### config.mk
export PLATFORM = sky130hd
export DESIGN_NAME = qalu_div
export DESIGN_NICKNAME = d
export VERILOG_FILES = /design/src/rtl/qalu_pkg.sv /design/src/rtl/qalu_div.sv
export SDC_FILE = /design/constraint.sdc
export NUM_CORES = 2
export LEC_CHECK = 0
export ABC_CLOCK_PERIOD_IN_PS = 10150
export BUFFER_PORTS_ARGS = -buffer_cell sky130_fd_sc_hd__buf_2
export CAP_MARGIN = 40
export CORE_ASPECT_RATIO = 1.5
export CORE_UTILIZATION = 60
export CTS_CLUSTER_SIZE = 20
export DETAILED_ROUTE_END_ITERATION = 7
export PLACE_DENSITY = 0.76
export SLEW_MARGIN = 20
export SYNTH_ARGS = -nofsm -noshare
export SYNTH_HDL_FRONTEND = slang
export SYNTH_SLANG_ARGS = --single-unit
export TNS_END_PERCENT = 30
### constraint.sdc
create_clock -name clk -period 10.15 [get_ports clk]
set_input_delay 2.03 -clock clk [delete_from_list [all_inputs] [get_ports clk]]
set_output_delay 2.03 -clock clk [all_outputs]
set_load 0.01 [all_outputs]
### src/rtl/qalu_pkg.sv
// Shared types, widths and saturation helper for the quaternion ALU.
// No dependencies; every other file imports this package.
`timescale 1ns / 1ps
`default_nettype none

package qalu_pkg;

    localparam int WordBits = 16;                       // component width
    localparam int FracBits = 13;                       // fraction bits (Q2.13)
    localparam int ProdBits = 2 * WordBits;             // one exact product
    localparam int SumBits  = 2 * WordBits + 2;         // sum of four products, signed
    localparam int SqBits   = 2 * WordBits + 1;         // sum of four squares
    localparam int RootBits = WordBits + 1;             // rounded root
    localparam int DenBits  = SqBits - FracBits;        // divisor (root or squared norm)
    localparam int NumBits  = WordBits + FracBits + 1;  // scaled dividend
    localparam int InDataBits  = 8 * WordBits;
    localparam int OutDataBits = 4 * WordBits;

    localparam logic signed [SumBits-1:0] SatHi = SumBits'((2 ** (WordBits - 1)) - 1);
    localparam logic signed [SumBits-1:0] SatLo = -SatHi - SumBits'(1);

    typedef enum logic [2:0] {
        OP_MUL  = 3'd0,
        OP_CONJ = 3'd1,
        OP_NORM = 3'd2,
        OP_NRM  = 3'd3,
        OP_INV  = 3'd4
    } op_t;

    typedef struct packed {
        logic [WordBits-1:0] val;
        logic                ov;
    } sat_t;

    // Per-item sideband carried alongside the long arithmetic pipes.
    typedef struct packed {
        op_t                      op;
        logic [3:0][WordBits-1:0] r;    // result for ops that need no divide
        logic                     ov;
        logic                     zn;
        logic [3:0]               neg;  // sign of each divide lane's result
        logic [3:0][WordBits-1:0] a;
    } side_t;

    function automatic sat_t sat_word(input logic signed [SumBits-1:0] v);
        sat_t res;
        res.val = v[WordBits-1:0];
        res.ov  = 1'b0;
        if (v > SatHi)
        begin
            res.val = SatHi[WordBits-1:0];
            res.ov  = 1'b1;
        end
        else if (v < SatLo)
        begin
            res.val = SatLo[WordBits-1:0];
            res.ov  = 1'b1;
        end
        return res;
    endfunction

endpackage

`default_nettype wire

### src/rtl/qalu_div.sv
// One divider lane: pipelined restoring division, one quotient bit per stage.
// Depends on qalu_pkg.
`timescale 1ns / 1ps
`default_nettype none

module qalu_div
    import qalu_pkg::*;
(
    input  logic               clk,
    input  logic               en,
    input  logic [NumBits-1:0] num,
    input  logic [DenBits:0]   dvs,
    output logic [NumBits-1:0] quot
);

    localparam int DvsBits = DenBits + 1;

    logic [DvsBits-1:0] rem_reg [NumBits];
    logic [NumBits-1:0] q_reg   [NumBits];
    logic [NumBits-1:0] n_reg   [NumBits];
    logic [DvsBits-1:0] d_reg   [NumBits];

    for (genvar k = 0; k < NumBits; k++)
    begin : g_step
        logic [DvsBits-1:0] rem_i, d_i;
        logic [NumBits-1:0] q_i, n_i;
        logic [DvsBits:0]   sh;
        logic               take;

        if (k == 0)
        begin : g_first
            assign rem_i = '0;
            assign q_i   = '0;
            assign n_i   = num;
            assign d_i   = dvs;
        end
        else
        begin : g_next
            assign rem_i = rem_reg[k-1];
            assign q_i   = q_reg[k-1];
            assign n_i   = n_reg[k-1];
            assign d_i   = d_reg[k-1];
        end

        assign sh   = {rem_i, n_i[NumBits-1-k]};
        assign take = sh >= {1'b0, d_i};

        always_ff @(posedge clk)
        begin
            if (en)
            begin
                rem_reg[k] <= take ? DvsBits'(sh - {1'b0, d_i}) : DvsBits'(sh);
                q_reg[k]   <= {q_i[NumBits-2:0], take};
                n_reg[k]   <= n_i;
                d_reg[k]   <= d_i;
            end
        end
    end

    assign quot = q_reg[NumBits-1];

endmodule

`default_nettype wire

==> results.toml <==
[outcome]
status = "finished with violations"
violations = "design-rule violations"

[worst_setup_path]
r2r_slack_ns = 6.07
r2r-end = "rem_reg[6][1]"
end_kind = "flip-flop"
worstSetupStartpoint = "n_reg[0][173]"
cp_slowest_stage_delay_ns = 0.43
criticalPathCategory = "reg2reg"
slowest_stage = "buf_4"
cp-start-kind = "flip-flop"
crit_path_max_fanout = 22
r2r_cells = 14
critPathArrivalTime_ns = 4.64
cp.required_ns = 10.71
rr_startpoint = "n_reg[0][173]"
path_cells = "inv_1 > ha_1 > inv_1 > fa_1 > a21o_1 > a31o_1 > a21oi_2 > a211o_2 > o221ai_2 > a211oi_2 > a21oi_2 > a2111oi_4 > buf_4 > mux2_2"

[final_layout]
utilization_pct = 66.1
final_cells = 10100
drive_above_1_share_pct = 11.0
syn_to_final_growth_pct = 9.48
layout_commonest_cell = "edfxtp_1"
final_cell_mix = "edfxtp_1, inv_1, ha_1"
layout.nets = 8404

[timing]
hold_violations = 0
layout_setup_ws_ns = 6.07
rsz0062_at_grt = "false"
slew_viol_final = 0
timing.setup.tns_ns = 0
worstMarginPinSlew_ns = 1.19
finalClockSkew_ns = 0.0281
max_freq_mhz = 245
period_share_pct = 40.2
setup_viol = 0
min_period_ns = 4.08
slew_headroom_pct = 20.8

[logic_synthesis]
syn_inst = 7505
yosys_register_bits = 2118
seq_area_frac_synth_pct = 62.9
syn-cell-area_mm2 = 0.101
synth_ff_type = "edfxtp_1"
syn_avg_cell_area_um2 = 13.5
synth_cell_types = 90
synth_enable_flop_cells = 2118
synthArstFlopShare_pct = 0
synthesis.nets = 8197
yosysWarnings = 0

[cts]
clk_latency_ns = 0.83
cts_tree = "done"
cts.repair.resized = 0
clock-root-buffer = "clkbuf_16"
htree_num_levels = 4
cts_buffer_depth = 3
post_cts_buffers = 0
cts_sinks = 2118
numCtsBuffers = 191
hold_buffers = 0
path_clk_slew_ns = 0.07

[route]
drt_iter0_markers = 3655
firstDrtPassIters = 8
drc = 2
wl_mm = 200
via_per_inst = 5.82
ant_nets = 0
wire_per_inst_um = 19.8
num_vias = 58900

[min_path]
hp-class = "reg2reg"
worstHoldStart = "q_reg[1][170]"
whs_path_depth = 0
whs_endpoint = "q_reg[1][201]"

[placement]
hpwlAfterDp_mm = 146
io_buffers = 82
placed_cells = 9747
place_congestion = 0.940
place_ws_ns = 5.47

[floorplan]
die_w_um = 337
rows = 184
ios = 83
core-area_mm2 = 0.167
die_y_um = 505
die_area_mm2 = 0.170
start_util_pct = 60.4

[global_routing]
antenna_found_initial = 3
grt_max_degree = 200
grt_pass1_vias = 60000
grt_pass1_wl_mm = 315
gr-total-overflow = 0
groute.usage.overall_pct = 23.8

[job]
max-cap-violations = 0

[power_and_ir_drop]
leakagePower_nw = 43.4
p_total_mw = 34.1
vdd.ir_drop.worst_mv = 0.175
power_density_mw_per_mm2 = 308
metal layers:
layer / global-route usage (%) / vias to the layer above / share of wire, %
met5: 0 / - / 0
met4: 15.1 / 0 / 6.8
met3: 2.97 / 614 / 3.2
met2: 45.3 / 1376 / 55
met1: 24.0 / 28600 / 35
li1: - / 28300 / -
Yosys cell counts (56+ instances only):
| library cell | number | share of area (%) |
|---|---|---|
| a211oi_1 | 56 | 0.42 |
| a21o_1 | 266 | 2.0 |
| a21oi_1 | 536 | 2.7 |
| clkbuf_1 | 83 | 0.31 |
| edfxtp_1 | 2118 | 63 |
| ha_1 | 611 | 7.6 |
| inv_1 | 794 | 2.9 |
| mux2_2 | 349 | 3.9 |
| nand2_1 | 301 | 1.1 |
| nand2b_1 | 64 | 0.40 |
| nand3_1 | 119 | 0.59 |
| nand4_1 | 70 | 0.43 |
| nor2_1 | 393 | 1.5 |
| nor2b_1 | 85 | 0.53 |
| nor3_1 | 83 | 0.41 |
| o21ai_0 | 298 | 1.5 |
| o21bai_1 | 83 | 0.62 |
| xnor2_1 | 330 | 2.9 |
| xor2_1 | 140 | 1.2 |
layout make-up:
type                       instances  area (um2)
antenna                            4        10.0
clock inverter                   114        1160
inverter                         794        2980
clock buffer                     238        5020
sequential                      2118       63600
tap                             2232        2790
fill                           11800       56700
multi-input combinational       4465       34000
timing repair buffer             142        1110
where the power goes:
part	total (mW)	internal (mW)	leakage, nW	switching [mW]
Clock	7.12	3.94	2.98	3.17
Sequential	13.4	12.3	20.7	1.15
Combinational	13.6	6.31	19.7	7.27
Total	34.1	22.5	43.4	11.6
logic make-up after synthesis:
kind of cell / Yosys count / synth area share, %
AND/OR/NAND/NOR: 1315 / 6.30
multiplexers: 416 / 4.67
buffers and inverters: 922 / 3.53
flip-flops: 2118 / 62.9
adder cells (fa/ha/maj): 639 / 8.12
XOR/XNOR: 470 / 4.07
AO/OA/AOI/OAI: 1625 / 10.4
how the worst max path moves through the flow:
stage / cells past startpoint / to / slack, ns
floorplan: 7 / rem_reg[0][10] / 6.59
CTS: 14 / rem_reg[6][1] / 6.06
detailed placement: 4 / d_reg[0][324] / 5.47
global placement: 3 / d_reg[0][304] / 5.43
finish: 14 / rem_reg[6][1] / 6.07
global route: 14 / rem_reg[6][1] / 5.86
through the flow:
stage,cell area (um2),hold WS (ns)
after detailed placement,104000,0.405
after global routing,111000,0.407
after CTS,111000,0.401
after global placement,104000,0.400
final,111000,0.407
after floorplan,101000,0.400
critical path, delay by kind of cell, from the launching register on:
kind	cells	cell delay, ns
mux	1	0.39
flops	1	0.36
fa+ha+maj	2	0.61
buf+inv	3	0.59
compound gates	8	1.86
(Power assumes the default switching activity.)
