--- src/rtl/qalu_pkg.sv ---
// Shared types, widths and saturation helper for the quaternion ALU.
// No dependencies; every other file imports this package.
`timescale 1ns / 1ps
`default_nettype none

package qalu_pkg;

    localparam int WordBits = 16;                       // component width
    localparam int FracBits = 13;                       // fraction bits (Q2.13)
    localparam int ProdBits = 2 * WordBits;             // one exact product
    localparam int SumBits  = 2 * WordBits + 2;         // sum of four products, signed
    localparam int SqBits   = 2 * WordBits + 1;         // sum of four squares
    localparam int RootBits = WordBits + 1;             // rounded root
    localparam int DenBits  = SqBits - FracBits;        // divisor (root or squared norm)
    localparam int NumBits  = WordBits + FracBits + 1;  // scaled dividend
    localparam int InDataBits  = 8 * WordBits;
    localparam int OutDataBits = 4 * WordBits;

    localparam logic signed [SumBits-1:0] SatHi = SumBits'((2 ** (WordBits - 1)) - 1);
    localparam logic signed [SumBits-1:0] SatLo = -SatHi - SumBits'(1);

    typedef enum logic [2:0] {
        OP_MUL  = 3'd0,
        OP_CONJ = 3'd1,
        OP_NORM = 3'd2,
        OP_NRM  = 3'd3,
        OP_INV  = 3'd4
    } op_t;

    typedef struct packed {
        logic [WordBits-1:0] val;
        logic                ov;
    } sat_t;

    // Per-item sideband carried alongside the long arithmetic pipes.
    typedef struct packed {
        op_t                      op;
        logic [3:0][WordBits-1:0] r;    // result for ops that need no divide
        logic                     ov;
        logic                     zn;
        logic [3:0]               neg;  // sign of each divide lane's result
        logic [3:0][WordBits-1:0] a;
    } side_t;

    function automatic sat_t sat_word(input logic signed [SumBits-1:0] v);
        sat_t res;
        res.val = v[WordBits-1:0];
        res.ov  = 1'b0;
        if (v > SatHi)
        begin
            res.val = SatHi[WordBits-1:0];
            res.ov  = 1'b1;
        end
        else if (v < SatLo)
        begin
            res.val = SatLo[WordBits-1:0];
            res.ov  = 1'b1;
        end
        return res;
    endfunction

endpackage

`default_nettype wire

--- src/rtl/qalu_sqrt.sv ---
// Pipelined digit-by-digit square root, one result bit per stage, then round half up.
// Depends on qalu_pkg. A rounding register follows the digit stages.
`timescale 1ns / 1ps
`default_nettype none

module qalu_sqrt
    import qalu_pkg::*;
(
    input  logic                clk,
    input  logic                en,
    input  logic [SqBits-1:0]   sum_sq,
    output logic [RootBits-1:0] root,
    output logic [SqBits-1:0]   sum_sq_out
);

    localparam int WorkBits = SqBits + 1;

    logic [WorkBits-1:0] rem_reg [RootBits];
    logic [WorkBits-1:0] res_reg [RootBits];
    logic [SqBits-1:0]   s_reg   [RootBits];
    logic [RootBits-1:0] root_reg;
    logic [SqBits-1:0]   s_out_reg;

    for (genvar j = 0; j < RootBits; j++)
    begin : g_step
        localparam logic [WorkBits-1:0] Bit = WorkBits'(1) << (2 * (RootBits - 1 - j));
        logic [WorkBits-1:0] rem_i, res_i, trial;
        logic [SqBits-1:0]   s_i;
        logic                take;

        if (j == 0)
        begin : g_first
            assign rem_i = WorkBits'(sum_sq);
            assign res_i = '0;
            assign s_i   = sum_sq;
        end
        else
        begin : g_next
            assign rem_i = rem_reg[j-1];
            assign res_i = res_reg[j-1];
            assign s_i   = s_reg[j-1];
        end

        assign trial = res_i + Bit;
        assign take  = rem_i >= trial;

        always_ff @(posedge clk)
        begin
            if (en)
            begin
                rem_reg[j] <= take ? rem_i - trial : rem_i;
                res_reg[j] <= take ? (res_i >> 1) + Bit : res_i >> 1;
                s_reg[j]   <= s_i;
            end
        end
    end

    // Round to nearest: bump the floor root when remainder exceeds it
    always_ff @(posedge clk)
    begin
        if (en)
        begin
            root_reg  <= res_reg[RootBits-1][RootBits-1:0]
                       + RootBits'(rem_reg[RootBits-1] > res_reg[RootBits-1]);
            s_out_reg <= s_reg[RootBits-1];
        end
    end

    assign root       = root_reg;
    assign sum_sq_out = s_out_reg;

endmodule

`default_nettype wire

--- config.mk ---
export PLATFORM = sky130hd
export DESIGN_NAME = qalu_sqrt
export DESIGN_NICKNAME = d
export VERILOG_FILES = /design/src/rtl/qalu_pkg.sv /design/src/rtl/qalu_sqrt.sv
export SDC_FILE = /design/constraint.sdc
export NUM_CORES = 1
export LEC_CHECK = 0
export ABC_AREA = 1
export BUFFER_PORTS_ARGS = -buffer_cell sky130_fd_sc_hd__buf_2
export CORE_MARGIN = 2
export CORE_UTILIZATION = 25
export CTS_CLUSTER_DIAMETER = 100
export DETAILED_ROUTE_END_ITERATION = 16
export PLACE_DENSITY = 0.37
export SYNTH_ARGS = -nofsm -noshare
export SYNTH_HDL_FRONTEND = slang
export SYNTH_SLANG_ARGS = --single-unit
--- constraint.sdc ---
create_clock -name clk -period 2.6 [get_ports clk]
set_input_delay 0.13 -clock clk [delete_from_list [all_inputs] [get_ports clk]]
set_output_delay 0.13 -clock clk [all_outputs]
set_load 0.02 [all_outputs]
==> impl_metrics.py <==
metrics = {
    "die": {
        "die_h_um": 455,
        "start_util_pct": 25.2,
        "ios": 85,
        "die_area_mm2": 0.207,
        "die_w_um": 455,
        "coreArea_mm2": 0.202,
        "rows": 165,
    },
    "drt": {
        "drc": 0,
        "drt_wl_total_mm": 135,
        "wire_per_inst_um": 16.8,
        "via_per_inst": 4.20,
        "vias": 33900,
        "drtIter0Drc": 2175,
        "first_pass_iters": 5,
        "postRouteAntennaNets": 0,
    },
    "sta": {
        "tns_ns": -0.0852,
        "tightest_slew_ns": 0.680,
        "rsz0062_at_grt": "true",
        "fmax_ghz": 0.378,
        "hold_slack_ns": 0.0992,
        "hold_viol": 0,
        "layout_setup_ws_ns": -0.0470,
        "drv_slew": 0,
        "clock_skew_ns": 0.0231,
        "fin_crit_sh_pct": 102,
        "setup_viol_count_final": 3,
        "finalCriticalPeriod_ns": 2.65,
        "relSlewSlack_pct": 54.2,
    },
    "logic_synthesis": {
        "ys_seq_area_share_pct": 63.1,
        "synthesis.instances": 4828,
        "synth_compound_area_share_pct": 5.16,
        "synth_top_area_cell": "edfxtp_1",
        "synthMuxAreaShare_pct": 0,
        "yosysMostFrequentCell": "nand2_1",
        "synth_warnings": 0,
        "async_reset_ff_share_pct": 0,
        "syn_area_mm2": 0.0509,
        "synth-simple-area-share_pct": 18.8,
        "synthTopCellsByCount": "1275 x nand2_1, 1070 x edfxtp_1, 663 x inv_1, 456 x nor2_1, 234 x nand3_1",
        "netlist.area_leader.share_pct": 63.1,
        "yosys.area_share.xor_xnor_pct": 2.77,
        "synth_ff_type": "edfxtp_1",
        "synth_edf_count": 1070,
        "avgSynthCellArea_um2": 10.5,
        "synth_fa_ha_area_share_pct": 4.59,
        "synth_top_family_by_area": "simple AND/OR/NAND/NOR gates",
        "synth_seq_cells": 1070,
        "ys_types": 54,
        "synthTopCellsByArea": "edfxtp_1 63%, nand2_1 9.4%, inv_1 4.9%, ha_1 4.6%, nor2_1 3.4%",
    },
    "clock_network": {
        "htreeDepth": 3,
        "clkTransAtPathRegs_ns": 0.06,
        "cts.sinks": 1070,
        "cts_buffer_depth": 3,
        "worstSkewPairLatency_ns": 0.75,
        "cts_made_buffers": 121,
        "root_buffer": "clkbuf_16",
        "cts_tree": "built",
    },
    "global_routing": {
        "grt_pass1_wl_mm": 207,
        "grt_pass1_vias": 34200,
        "grt_start_max_net_pins": 105,
        "overflow": 0,
        "grtUsageTotal_pct": 13.0,
        "antenna_found_initial": 2,
    },
    "placed_design": {
        "gp_congestion": 0.862,
        "io_buffers": 84,
        "dp_hpwl_mm": 105,
        "placed_area_mm2": 0.0565,
    },
    "critical_path": {
        "max_stage_delay_ns": 0.42,
        "cp_max_fo": 4,
        "critical_path_class": "reg2reg",
        "cp.arrival_ns": 3.12,
        "crit_path_end_kind": "flop",
        "path_cells": "ha_4 -> nand2_2 -> nor2_2 -> o21ai_1 -> o211ai_1 -> nand2_1 -> nand2_2 -> nand2_2 -> a21boi_2 -> ha_2 -> nand2_2 -> nor2_4 -> nand2_2 -> nor2_4 -> nand4_1 -> buf_6 -> nor3_4 -> xor2_1",
        "slowest_stage": "edfxtp_1",
        "crit_top_cell": "nand2_2",
        "crit_required_ns": 3.07,
        "startpoint_type": "flop",
    },
    "pwr": {
        "ir_drop_mv": 0.511,
        "power_leakage_nw": 25.0,
        "p_per_area_mw_per_mm2": 796,
    },
    "cells_and_area": {
        "finalNetCount": 5510,
        "largest_reg_flops": 576,
        "fin_area_mm2": 0.0612,
        "drive_above_1_share_pct": 13.1,
        "area_growth_pct": 20.2,
    },
    "run_status": {
        "violations": "setup timing",
        "status": "finished, violations left",
    },
    "job": {
        "drv_cap": 0,
    },
    "hold_path": {
        "hold_path.class": "in2reg",
    },
}
==> critical path: cells and delay by family (launching register included) <==
kind	cells	cell delay [ns]
compound gates	3	0.31
xor+xnor	1	0.08
fa+ha+maj	2	0.50
buf+inv	1	0.16
flops	1	0.42
simple gates	11	0.93
==> metal layers <==
layer / track usage (%) / vias up / part of all wire, %
met3: 1.92 / 168 / 3.2
met5: 0 / - / 0
li1: - / 17300 / -
met1: 17.2 / 16000 / 46
met2: 22.2 / 477 / 48
met4: 3.30 / 0 / 2.3
==> where the power goes <==
| group | switching [mW] | leakage [nW] | internal [mW] |
|---|---|---|---|
| clock | 7.13 | 1.96 | 10.1 |
| combinational | 5.76 | 12.7 | 3.23 |
| sequential | 1.28 | 10.3 | 21.3 |
==> logic make-up (layout without fill, tap and decap cells) <==
group	Yosys count	after routing
compound gates	443	443
simple gates	2262	2262
other cells	1	4
fa+ha+maj	187	187
buf+inv	704	1266
flops	1070	1070
xor+xnor	161	161
==> layout by cell type (no fill, tap or decap), drive strengths merged, types with 2 or more instances in the layout <==
cell / synthesis / layout
edfxtp: 1070 / 1070
o21bai: 12 / 12
ha: 187 / 187
a31oi: 2 / 2
clkinv: 0 / 67
nand2: 1292 / 1292
nor2: 472 / 472
o211ai: 6 / 6
nand4: 90 / 90
o21a: 6 / 6
xor2: 89 / 89
a21oi: 226 / 226
o21ai: 160 / 160
nor3b: 3 / 3
a211oi: 6 / 6
nor3: 73 / 73
or2: 19 / 19
clkinvlp: 0 / 7
nand3: 243 / 243
xnor2: 72 / 72
conb: 1 / 2
buf: 32 / 335
dlygate4sd3: 0 / 34
inv: 670 / 674
bufinv: 0 / 15
diode: 0 / 2
and3: 4 / 4
a21o: 12 / 12
nand3b: 23 / 23
nor4: 35 / 35
and2: 7 / 7
a22oi: 3 / 3
a21boi: 9 / 9
clkbuf: 2 / 134
==> stage by stage <==
step | power, mW | util (%) | cells | setup slack, ns
2_1_floorplan | 28.2 | - | 4829 | -0.0220
3_3_place_gp | 32.0 | 27.9 | 7792 | -0.231
3_5_place_dp | 31.9 | 27.9 | 7792 | -0.213
4_1_cts | 49.6 | 30.1 | 8056 | -0.0769
5_1_grt | 51.6 | 30.2 | 8064 | -0.245
6_report | 48.7 | 30.2 | 8065 | -0.0470
==> final timing paths <==
path             startpoint        endpoint  slack (ns)  depth (start not counted)
min reg2reg   s_reg[14][16]   s_reg[15][16]        0.41                          0
max          rem_reg[16][3]        root[16]       -0.05                         18
min              sum_sq[25]  rem_reg[0][25]         0.1                          2
max reg2reg  rem_reg[16][3]        root[16]       -0.05                         18
==> what timing repair did <==
item                                    4_1_cts  5_1_grt
hold buffers                                 34        0
gates cloned                                  0        1
gates resized for setup                      16       37
endpoints found under the hold margin       147        0
buffers inserted                              4        6
endpoints found under the setup margin       10       53
pin swaps                                     7        8
==> area by class of cell <==
class | instances | area (um2)
Clock inverter | 93 | 940
Clock buffer | 133 | 3090
Multi-Input combinational cell | 3055 | 16200
Inverter | 670 | 2520
Tap cell | 2672 | 3340
Timing Repair Buffer | 370 | 2960
Fill cell | 21000 | 141000
Sequential cell | 1070 | 32100
Antenna cell | 2 | 5.00
Note: power is estimated with default switching activity, not from simulation.
